===== src/rtl/etc_pkg.sv =====
// Shared types and constants for the encoder edge timestamp capture block.
package etc_pkg;

   localparam int TS_W    = 32;
   localparam int OVF_W   = 32;
   localparam int EDGE_W  = 16;
   localparam int SLOT_W  = 10;
   localparam int CSR_W   = 32;
   localparam int INDEX_W = 1;

   localparam logic [INDEX_W-1:0] CSR_WRAP_THRESHOLD = 1'b0;
   localparam logic [INDEX_W-1:0] CSR_PACKET_LENGTH  = 1'b1;

   localparam logic [TS_W-1:0]   RESET_WRAP_THRESHOLD = 32'h5FFF_FFFF;
   localparam logic [SLOT_W-1:0] RESET_PACKET_LENGTH  = 10'd150;

   typedef struct packed {
      logic              buffer_id;
      logic [SLOT_W-1:0] slot;
      logic [TS_W-1:0]   time_stamp;
      logic [OVF_W-1:0]  overflow_total;
      logic [EDGE_W-1:0] edge_total;
      logic              quad_capture;
      logic              quad_valid;
      logic              packet_done;
   } record_type;

   typedef struct packed {
      logic              previous_level;
      logic [EDGE_W-1:0] edge_counter;
      logic [SLOT_W-1:0] slot_counter;
      logic              active_buffer;
      logic              quad_pending;
   } state_type;

   localparam state_type STATE_RESET = '{
      previous_level: 1'b0,
      edge_counter:   '0,
      slot_counter:   '0,
      active_buffer:  1'b0,
      quad_pending:   1'b1
   };

endpackage


===== src/rtl/etc_record.sv =====
// Edge detection, record formation and next tracking state for one sample.
module etc_record import etc_pkg::*; (
   input  state_type          state,
   input  logic [TS_W-1:0]    wrap_threshold,
   input  logic [SLOT_W-1:0]  packet_length,
   input  logic               encoder_level,
   input  logic               quad_level,
   input  logic [TS_W-1:0]    timer_count,
   input  logic               timer_wrapped,
   input  logic [OVF_W-1:0]   overflow_count,
   output logic               is_edge,
   output record_type         rec,
   output state_type          state_next
);

   logic              capture;
   logic              last_slot;
   logic [SLOT_W:0]   slot_plus;
   logic              wrap_fix;

   always_comb begin
      is_edge   = (encoder_level != state.previous_level);
      capture   = encoder_level && state.quad_pending;
      slot_plus = {1'b0, state.slot_counter} + {{SLOT_W{1'b0}}, 1'b1};
      // A zero length also ends the packet on every record.
      last_slot = (slot_plus >= {1'b0, packet_length});
      wrap_fix  = timer_wrapped && (timer_count < wrap_threshold);

      rec.buffer_id      = state.active_buffer;
      rec.slot           = state.slot_counter;
      rec.time_stamp     = timer_count;
      rec.overflow_total = overflow_count + {{(OVF_W-1){1'b0}}, wrap_fix};
      rec.edge_total     = state.edge_counter + {{(EDGE_W-1){1'b0}}, 1'b1};
      rec.quad_capture   = capture ? quad_level : 1'b0;
      rec.quad_valid     = capture;
      rec.packet_done    = last_slot;

      state_next = state;
      if (is_edge) begin
         state_next.previous_level = encoder_level;
         state_next.edge_counter   = rec.edge_total;
         if (capture) begin
            state_next.quad_pending = 1'b0;
         end
         if (last_slot) begin
            state_next.slot_counter  = '0;
            state_next.active_buffer = ~state.active_buffer;
            state_next.quad_pending  = 1'b1;
         end else begin
            state_next.slot_counter = slot_plus[SLOT_W-1:0];
         end
      end
   end

endmodule


===== src/rtl/encoder_edge_timestamp_capture.sv =====
// Top level of the encoder edge timestamp capture block.
// Every accepted request is one sample of the encoder and quadrature pins together with
// the timer count, the timer wrap flag and the overflow count. Any change of the encoder
// level produces one record on the response channel; samples without an edge produce
// nothing. One request is taken every clock cycle: the tracking state (previous level,
// edge count, slot, buffer, quadrature arm) updates in the cycle of acceptance, and a
// response register with a one-entry skid stage holds results while the response side
// stalls, so a request is refused only when both are full. The two configuration
// registers should be written while no records are outstanding.
module encoder_edge_timestamp_capture import etc_pkg::*; (
   input  logic               clock,
   input  logic               reset,
   input  logic               csr_write,
   input  logic [INDEX_W-1:0] csr_index,
   input  logic [CSR_W-1:0]   csr_wdata,
   input  logic               req_valid,
   output logic               req_ready,
   input  logic               req_encoder_level,
   input  logic               req_quad_level,
   input  logic [TS_W-1:0]    req_timer_count,
   input  logic               req_timer_wrapped,
   input  logic [OVF_W-1:0]   req_overflow_count,
   output logic               rsp_valid,
   input  logic               rsp_ready,
   output logic               rsp_buffer_id,
   output logic [SLOT_W-1:0]  rsp_slot,
   output logic [TS_W-1:0]    rsp_time_stamp,
   output logic [OVF_W-1:0]   rsp_overflow_total,
   output logic [EDGE_W-1:0]  rsp_edge_total,
   output logic               rsp_quad_capture,
   output logic               rsp_quad_valid,
   output logic               rsp_packet_done
);

   logic [TS_W-1:0]   wrap_threshold_ff;
   logic [SLOT_W-1:0] packet_length_ff;
   state_type         state_ff;
   state_type         state_in;
   record_type        rec;
   logic              is_edge;
   logic              req_fire;
   logic              push;

   record_type        out_ff;
   record_type        out_in;
   logic              out_valid_ff;
   logic              out_valid_in;
   record_type        skid_ff;
   record_type        skid_in;
   logic              skid_valid_ff;
   logic              skid_valid_in;

   etc_record u_record (
      .state          (state_ff),
      .wrap_threshold (wrap_threshold_ff),
      .packet_length  (packet_length_ff),
      .encoder_level  (req_encoder_level),
      .quad_level     (req_quad_level),
      .timer_count    (req_timer_count),
      .timer_wrapped  (req_timer_wrapped),
      .overflow_count (req_overflow_count),
      .is_edge        (is_edge),
      .rec            (rec),
      .state_next     (state_in)
   );

   assign req_ready = ~skid_valid_ff;
   assign req_fire  = req_valid && req_ready;
   assign push      = req_fire && is_edge;

   always_ff @(posedge clock) begin
      if (reset) begin
         wrap_threshold_ff <= RESET_WRAP_THRESHOLD;
         packet_length_ff  <= RESET_PACKET_LENGTH;
      end else if (csr_write) begin
         case (csr_index)
            CSR_WRAP_THRESHOLD: wrap_threshold_ff <= csr_wdata[TS_W-1:0];
            CSR_PACKET_LENGTH:  packet_length_ff  <= csr_wdata[SLOT_W-1:0];
            default: ;
         endcase
      end
   end

   always_ff @(posedge clock) begin
      if (reset) begin
         state_ff <= STATE_RESET;
      end else if (req_fire) begin
         state_ff <= state_in;
      end
   end

   // The skid entry only fills when the response register is stalled, and it drains
   // into the response register before any new record can enter.
   always_comb begin
      out_in        = out_ff;
      out_valid_in  = out_valid_ff;
      skid_in       = skid_ff;
      skid_valid_in = skid_valid_ff;
      if (out_valid_ff && !rsp_ready) begin
         if (push) begin
            skid_in       = rec;
            skid_valid_in = 1'b1;
         end
      end else if (skid_valid_ff) begin
         out_in        = skid_ff;
         out_valid_in  = 1'b1;
         skid_valid_in = 1'b0;
      end else if (push) begin
         out_in       = rec;
         out_valid_in = 1'b1;
      end else begin
         out_valid_in = 1'b0;
      end
   end

   always_ff @(posedge clock) begin
      if (reset) begin
         out_valid_ff  <= 1'b0;
         skid_valid_ff <= 1'b0;
      end else begin
         out_valid_ff  <= out_valid_in;
         skid_valid_ff <= skid_valid_in;
      end
   end

   always_ff @(posedge clock) begin
      out_ff  <= out_in;
      skid_ff <= skid_in;
   end

   assign rsp_valid          = out_valid_ff;
   assign rsp_buffer_id      = out_ff.buffer_id;
   assign rsp_slot           = out_ff.slot;
   assign rsp_time_stamp     = out_ff.time_stamp;
   assign rsp_overflow_total = out_ff.overflow_total;
   assign rsp_edge_total     = out_ff.edge_total;
   assign rsp_quad_capture   = out_ff.quad_capture;
   assign rsp_quad_valid     = out_ff.quad_valid;
   assign rsp_packet_done    = out_ff.packet_done;

   a_skid_behind_out: assert property (@(posedge clock) disable iff (reset)
      skid_valid_ff |-> out_valid_ff)
      else $error("skid entry holds a record while the response register is empty");

   a_edge_count: assert property (@(posedge clock) disable iff (reset)
      push |=> state_ff.edge_counter == $past(state_ff.edge_counter) + 16'd1)
      else $error("edge counter did not advance by one on an edge");

   a_packet_wrap: assert property (@(posedge clock) disable iff (reset)
      push && rec.packet_done |=> state_ff.slot_counter == '0 && state_ff.quad_pending)
      else $error("packet end did not restart slot and rearm quadrature capture");

   a_no_edge_no_record: assert property (@(posedge clock) disable iff (reset)
      req_fire && !is_edge |=> state_ff == $past(state_ff))
      else $error("tracking state changed on a request without an edge");

endmodule


===== config.mk =====
export PLATFORM = sky130hd
export DESIGN_NAME = encoder_edge_timestamp_capture
export DESIGN_NICKNAME = d
export VERILOG_FILES = /design/src/rtl/etc_pkg.sv /design/src/rtl/etc_record.sv /design/src/rtl/encoder_edge_timestamp_capture.sv
export SDC_FILE = /design/constraint.sdc
export NUM_CORES = 1
export LEC_CHECK = 0
export ABC_AREA = 0
export BUFFER_PORTS_ARGS = -buffer_cell sky130_fd_sc_hd__clkbuf_2
export CORE_ASPECT_RATIO = 1.75
export CORE_MARGIN = 2
export CORE_UTILIZATION = 50
export DETAILED_ROUTE_END_ITERATION = 12
export PLACE_DENSITY = 0.78
export SLEW_MARGIN = 20
export SYNTH_ARGS = -nofsm -noshare
export SYNTH_HDL_FRONTEND = slang
export SYNTH_SLANG_ARGS = --single-unit

===== constraint.sdc =====
create_clock -name clock -period 8.85 [get_ports clock]
set_input_delay 1.77 -clock clock [delete_from_list [all_inputs] [get_ports clock]]
set_output_delay 1.77 -clock clock [all_outputs]
set_load 0.01 [all_outputs]

==> flow_metrics.tcl, run 1 <==
set metrics [dict create \
    syn-num-nets 1047 \
    start_util_pct 50.9 \
    final_cell_mix "200 x clkbuf_2, 188 x edfxtp_1, 93 x mux2_2, 72 x dfxtp_1, 64 x nand2_1" \
    required_ns 9.11 \
    seqPwrFrac_pct 54.0 \
    holdBufCountCts 0 \
    layout_commonest_cell "clkbuf_2" \
    io_pins 201 \
    hold_path_class "flip-flop to flip-flop" \
    synth-edff-count 188 \
    yosysWarnings 0 \
    antenna_cells 0 \
    p_clk_share_pct 37.7 \
    cts_tree "done" \
    start_kind "input port" \
    dp_cells 1367 \
    cts_resized 0 \
    yosysUniqueCellTypes 42 \
    min_to "packet_length_ff[5]" \
    coreArea_um2 22700 \
    timing.rr.end "rsp_overflow_total[27]" \
    antenna_found_initial 0 \
    arrival_ns 5.07 \
    cts_buffers 24 \
    die_area_um2 24400 \
    fp-row-count 73 \
    clk_pin_slew_worst_paths_ns 0.06 \
    syn_area_um2 11600 \
    root_buffer "clkbuf_16" \
    async_flop_share_pct 0 \
    max_slew_margin_pct 44.9 \
    drc 0 \
    finalWorstSetupSlack_ns 4.05 \
    finalSetupTns_ns 0 \
    totalPowerFinal_mw 2.56 \
    area_delta_synth_final_pct 17.5 \
    hold_start "packet_length_ff[5]" \
    slew_violations 0 \
    insertion_delay_ns 0.53 \
    ant_nets 0 \
    port_buffers 200 \
    setup_viol 0 \
    syn_inst 897 \
    rsz0062_at_grt "false" \
    yosysSeqAreaShare_pct 61.4 \
    setup.worst_path.class "input port to flip-flop" \
    p_leak_nw 5.58 \
    dpl.hpwl_mm 16.1 \
    routed_wl_mm 23.5 \
    outcome "complete, no violations" \
    grt_overflow 0 \
    instances_no_fill 1411 \
    die_w_um 119 \
    via_per_inst 5.31 \
    place.gp.congestion 0.840 \
    end_kind "flip-flop" \
    maxCapViolCount 0 \
    vias 7491 \
    grt_pass1_wl_mm 37.2 \
    p_switching_uw 577 \
    hold_path_depth 2 \
    final_layout_size_suffix_gt1_share_pct 31.3 \
    combPwrFrac_pct 8.3 \
    tightest_slew_ns 0.827 \
    syn_area_per_cell_um2 12.9 \
    fin_crit_ns 4.80 \
    reg2regPathDepth 13 \
    whs_ns 0.453 \
    grt_pass1_vias 7489 \
    avgRoutedWirePerCell_um 16.7 \
    p_int_mw 1.98 \
    pre_cts_ws_ns 3.55 \
    ctsLongestPathBuffers 3 \
    r2r_slack_ns 5.07 \
    die_h_um 205 \
    grt_max_degree 84 \
    clkSinkCount 261 \
    nets 1243 \
    synth-seq-cells 261 \
    fmax_mhz 208 \
    crit_path_max_fanout 7 \
    period_share_pct 54.3 \
    post_cts_buffers 0 \
    drtIter0Drc 342 \
    grtUsageTotal_pct 19.2 \
    skew_ns 0.0267 \
    power_density_nw_per_um2 188 \
    synthFlopType "edfxtp_1" \
    ir_drop_v 0.000163 \
    switching_share_pct 22.6 \
    h-tree-depth 1 \
    hold_viol_final 0 \
    r2r_start "wrap_threshold_ff[15]" \
    dr.pass1.iters 5 \
]
## critical path, cell delays in order
cell and delay [ns]:
clkbuf_2 0.11, ha_1 0.32, nand4_1 0.21, nor4_1 0.13
a311o_1 0.38, a211o_1 0.30, a21oi_1 0.24, ha_1 0.26
nand3_1 0.15, nor2_1 0.51, nand4_1 0.23, xnor2_1 0.20
mux2_2 0.26
## power by group through the flow
stage                     Clock (mW)  Sequential [mW]  Combinational (mW)
after floorplan                    0             1.42               0.109
after global placement             0             1.41               0.209
after detailed placement           0             1.41               0.214
after CTS                      0.992             1.38               0.215
after global routing            1.04             1.38               0.238
final                          0.964             1.38               0.212
## routing by layer
metal | global-route usage [%] | vias to the layer above | part of all wire [%]
met4 | 8.80 | 0 | 3.8
met2 | 35.0 | 238 | 52
met1 | 21.9 | 3541 | 39
met3 | 3.13 | 62 | 5.2
met5 | 0 | - | 0
li1 | - | 3650 | -
## cells by family after synthesis
| family | share of synthesized area (%) |
|---|---|
| AO/OA/AOI/OAI | 5.65 |
| flip-flops | 61.4 |
| multiplexers | 9.05 |
| XOR/XNOR | 5.12 |
| buffers and inverters | 2.99 |
| AND/OR/NAND/NOR | 10.9 |
| adder cells (fa/ha/maj) | 4.86 |
## cells in the mapped netlist (all sizes together), types with 5 or more instances
master  number  share of area (%)
buf         15               0.59
nand4       23                1.4
and3        13               0.70
nor2b        8               0.43
inv         53                1.7
edfxtp     188                 49
a21o         5               0.32
dfxtp       73                 13
nor4         8               0.69
o21ai       22               0.95
a21oi       29                1.3
nand3       32                1.5
nand2       64                2.1
nand2b       5               0.27
nand3b       5               0.32
a211o       33                2.5
xor2        22                1.7
and2         6               0.32
mux2        93                9.0
nor3        10               0.52
nor2        63                2.0
clkbuf      21               0.68
xnor2       44                3.5
ha          45                4.9
## worst max-delay path by stage
| stage | startpoint | endpoint | slack (ns) | depth (start not counted) |
|---|---|---|---|---|
| global placement | req_timer_count[13] | rsp_overflow_total[20] | 3.67 | 14 |
| detailed placement | req_timer_count[15] | rsp_overflow_total[20] | 3.55 | 14 |
| floorplan | req_encoder_level | rsp_buffer_id | 1.82 | 5 |
| global route | req_timer_count[15] | rsp_overflow_total[27] | 3.90 | 13 |
| CTS | req_timer_count[15] | rsp_overflow_total[27] | 4.07 | 13 |
| finish | req_timer_count[15] | rsp_overflow_total[27] | 4.05 | 13 |
## sequential cells by signal, summed over array words and instances, names as in the netlist
name	flops
wrap_threshold_ff	32
skid_ff	94
rsp_overflow_total	32
rsp_packet_done	1
packet_length_ff	10
rsp_valid	1
rsp_quad_capture	1
state_ff	29
rsp_slot	10
rsp_quad_valid	1
rsp_edge_total	16
rsp_time_stamp	32
rsp_buffer_id	1
skid_valid_ff	1
## per-stage QoR
stage	utilization [%]	area, µm²
6_report	59.8	13600
5_1_grt	59.8	13600
4_1_cts	59.8	13600
3_5_place_dp	56.6	12900
3_3_place_gp	56.6	12900
2_1_floorplan	-	11600
## area by class of cell
cell class	count	area (µm²)
fill	1837	9140
sequential	261	7110
multi-input combinational	547	4150
timing repair buffer	206	1050
clock buffer	33	666
tap	300	375
inverter	53	199
clock inverter	11	58.8
Power figures use the tool's default switching activity.
==> run 2: changes to the inputs <==
clock period = 4.9 ns   (was 8.85 ns; I/O delays follow)
==> flow_metrics.tcl, run 2 (synthesis results as in run 1) <==
set metrics [dict create \
    outcome "complete, no violations" \
    end_kind "flip-flop" \
    antenna_cells 0 \
    final_layout_size_suffix_gt1_share_pct 31.9 \
    vias 7458 \
    via_per_inst 5.27 \
    routed_wl_mm 23.7 \
    seqPwrFrac_pct 52.0 \
    dp_cells 1370 \
    root_buffer "clkbuf_16" \
    port_buffers 200 \
    grt_use_met2_pct 37.6 \
    reg2regPathDepth 13 \
    max_flop_register "skid_ff" \
    cp-startpoint "req_timer_count[13]" \
    drc 0 \
    busiest_layer "met2" \
    die_w_um 119 \
    coreArea_um2 22700 \
    p_int_mw 3.73 \
    grtUsageTotal_pct 19.5 \
    dr.pass1.iters 5 \
    pre_cts_ws_ns 0.400 \
    h-tree-depth 1 \
    skew_ns 0.0102 \
    tightest_slew_ns 0.911 \
    holdBufCountCts 0 \
    use_met1_pct 21.1 \
    cts_tree "done" \
    grt_pass1_vias 7701 \
    r2r_start "wrap_threshold_ff[13]" \
    nets 1246 \
    dpl.hpwl_mm 16.7 \
    place.gp.congestion 0.871 \
    grt_pass1_wl_mm 38.1 \
    setup.worst_path.class "input port to flip-flop" \
    layout_commonest_cell "clkbuf_2" \
    period_share_pct 81.3 \
    io_pins 201 \
    timing.rr.end "rsp_overflow_total[23]" \
    cts_buffers 24 \
    clkSinkCount 261 \
    switching_share_pct 22.0 \
    crit_path_max_fanout 7 \
    grt_overflow 0 \
    arrival_ns 4.25 \
    ctsLongestPathBuffers 3 \
    p_switching_mw 1.05 \
    p_clk_share_pct 39.9 \
    combPwrFrac_pct 8.1 \
    p_leak_nw 5.62 \
    die_h_um 205 \
    clk_pin_slew_worst_paths_ns 0.07 \
    hold_path_class "flip-flop to flip-flop" \
    die_area_um2 24400 \
    setup_viol 0 \
    start_util_pct 50.9 \
    ant_nets 0 \
    post_cts_buffers 0 \
    cts_resized 0 \
    max_slew_margin_pct 39.3 \
    insertion_delay_ns 0.52 \
    met3_usage_pct 3.30 \
    r2r_slack_ns 1.16 \
    final_cell_mix "200 x clkbuf_2, 188 x edfxtp_1, 93 x mux2_2, 72 x dfxtp_1, 64 x nand2_1" \
    maxCapViolCount 0 \
    area_delta_synth_final_pct 18.4 \
    fin_crit_ns 3.98 \
    instances_no_fill 1414 \
    slew_violations 0 \
    rsz0062_at_grt "false" \
    largest_reg_flops 94 \
    power_density_nw_per_um2 349 \
    fp-row-count 73 \
    required_ns 5.17 \
    hold_viol_final 0 \
    fmax_mhz 251 \
    avgRoutedWirePerCell_um 16.8 \
    grt_max_degree 69 \
    finalSetupTns_ns 0 \
    ir_drop_v 0.000324 \
    antenna_found_initial 0 \
    worstSetupEndpoint "rsp_overflow_total[23]" \
    drtIter0Drc 449 \
    finalWorstSetupSlack_ns 0.918 \
    start_kind "input port" \
]
run 2: layout make-up:
cell class / instances / area (µm²)
Clock buffer: 31 / 658
Clock inverter: 13 / 150
Fill cell: 1823 / 9040
Inverter: 53 / 199
Multi-Input combinational cell: 547 / 4150
Sequential cell: 261 / 7110
Tap cell: 300 / 375
Timing Repair Buffer: 209 / 1070
run 2: critical path, stage by stage:
cell and delay (ns):
clkbuf_2 0.10, ha_1 0.32, nand4_1 0.22, nor4_1 0.15
a311o_1 0.37, a211o_1 0.28, a21oi_1 0.21, ha_1 0.26
nand3_1 0.16, nor2_1 0.49, nand4b_1 0.22, xnor2_1 0.20
mux2_2 0.27
run 2: metal layers:
metal	up-vias	wire (µm)	part of all wire [%]
li1	3659	-	-
met1	3542	9010	38
met2	213	12700	54
met3	44	1250	5.3
met4	0	750	3.2
met5	-	0	0
run 2: power groups by stage:
stage	registers (mW)	logic (mW)	clock network, mW
floorplan	2.56	0.197	0
global placement	2.54	0.378	0
detailed placement	2.54	0.390	0
CTS	2.49	0.393	1.95
global route	2.50	0.432	2.03
finish	2.49	0.386	1.91
run 2: metrics by stage:
step	hold slack, ns	power (mW)	area, µm²	utilization [%]
2_1_floorplan	0.403	2.76	11600	-
4_1_cts	0.467	4.84	13700	60.3
3_3_place_gp	0.444	2.91	12900	56.7
3_5_place_dp	0.458	2.93	12900	56.7
5_1_grt	0.483	4.96	13700	60.3
6_report	0.464	4.79	13700	60.3
run 2: how the worst min path moves through the flow:
stage	slack (ns)	cells after the start	start	to
after floorplan	0.40	0	state_ff[4]	skid_ff[85]
after global placement	0.44	2	packet_length_ff[9]	packet_length_ff[9]
after detailed placement	0.46	2	packet_length_ff[8]	packet_length_ff[8]
after CTS	0.47	2	packet_length_ff[8]	packet_length_ff[8]
after global routing	0.48	2	packet_length_ff[8]	packet_length_ff[8]
final	0.46	2	packet_length_ff[6]	packet_length_ff[6]
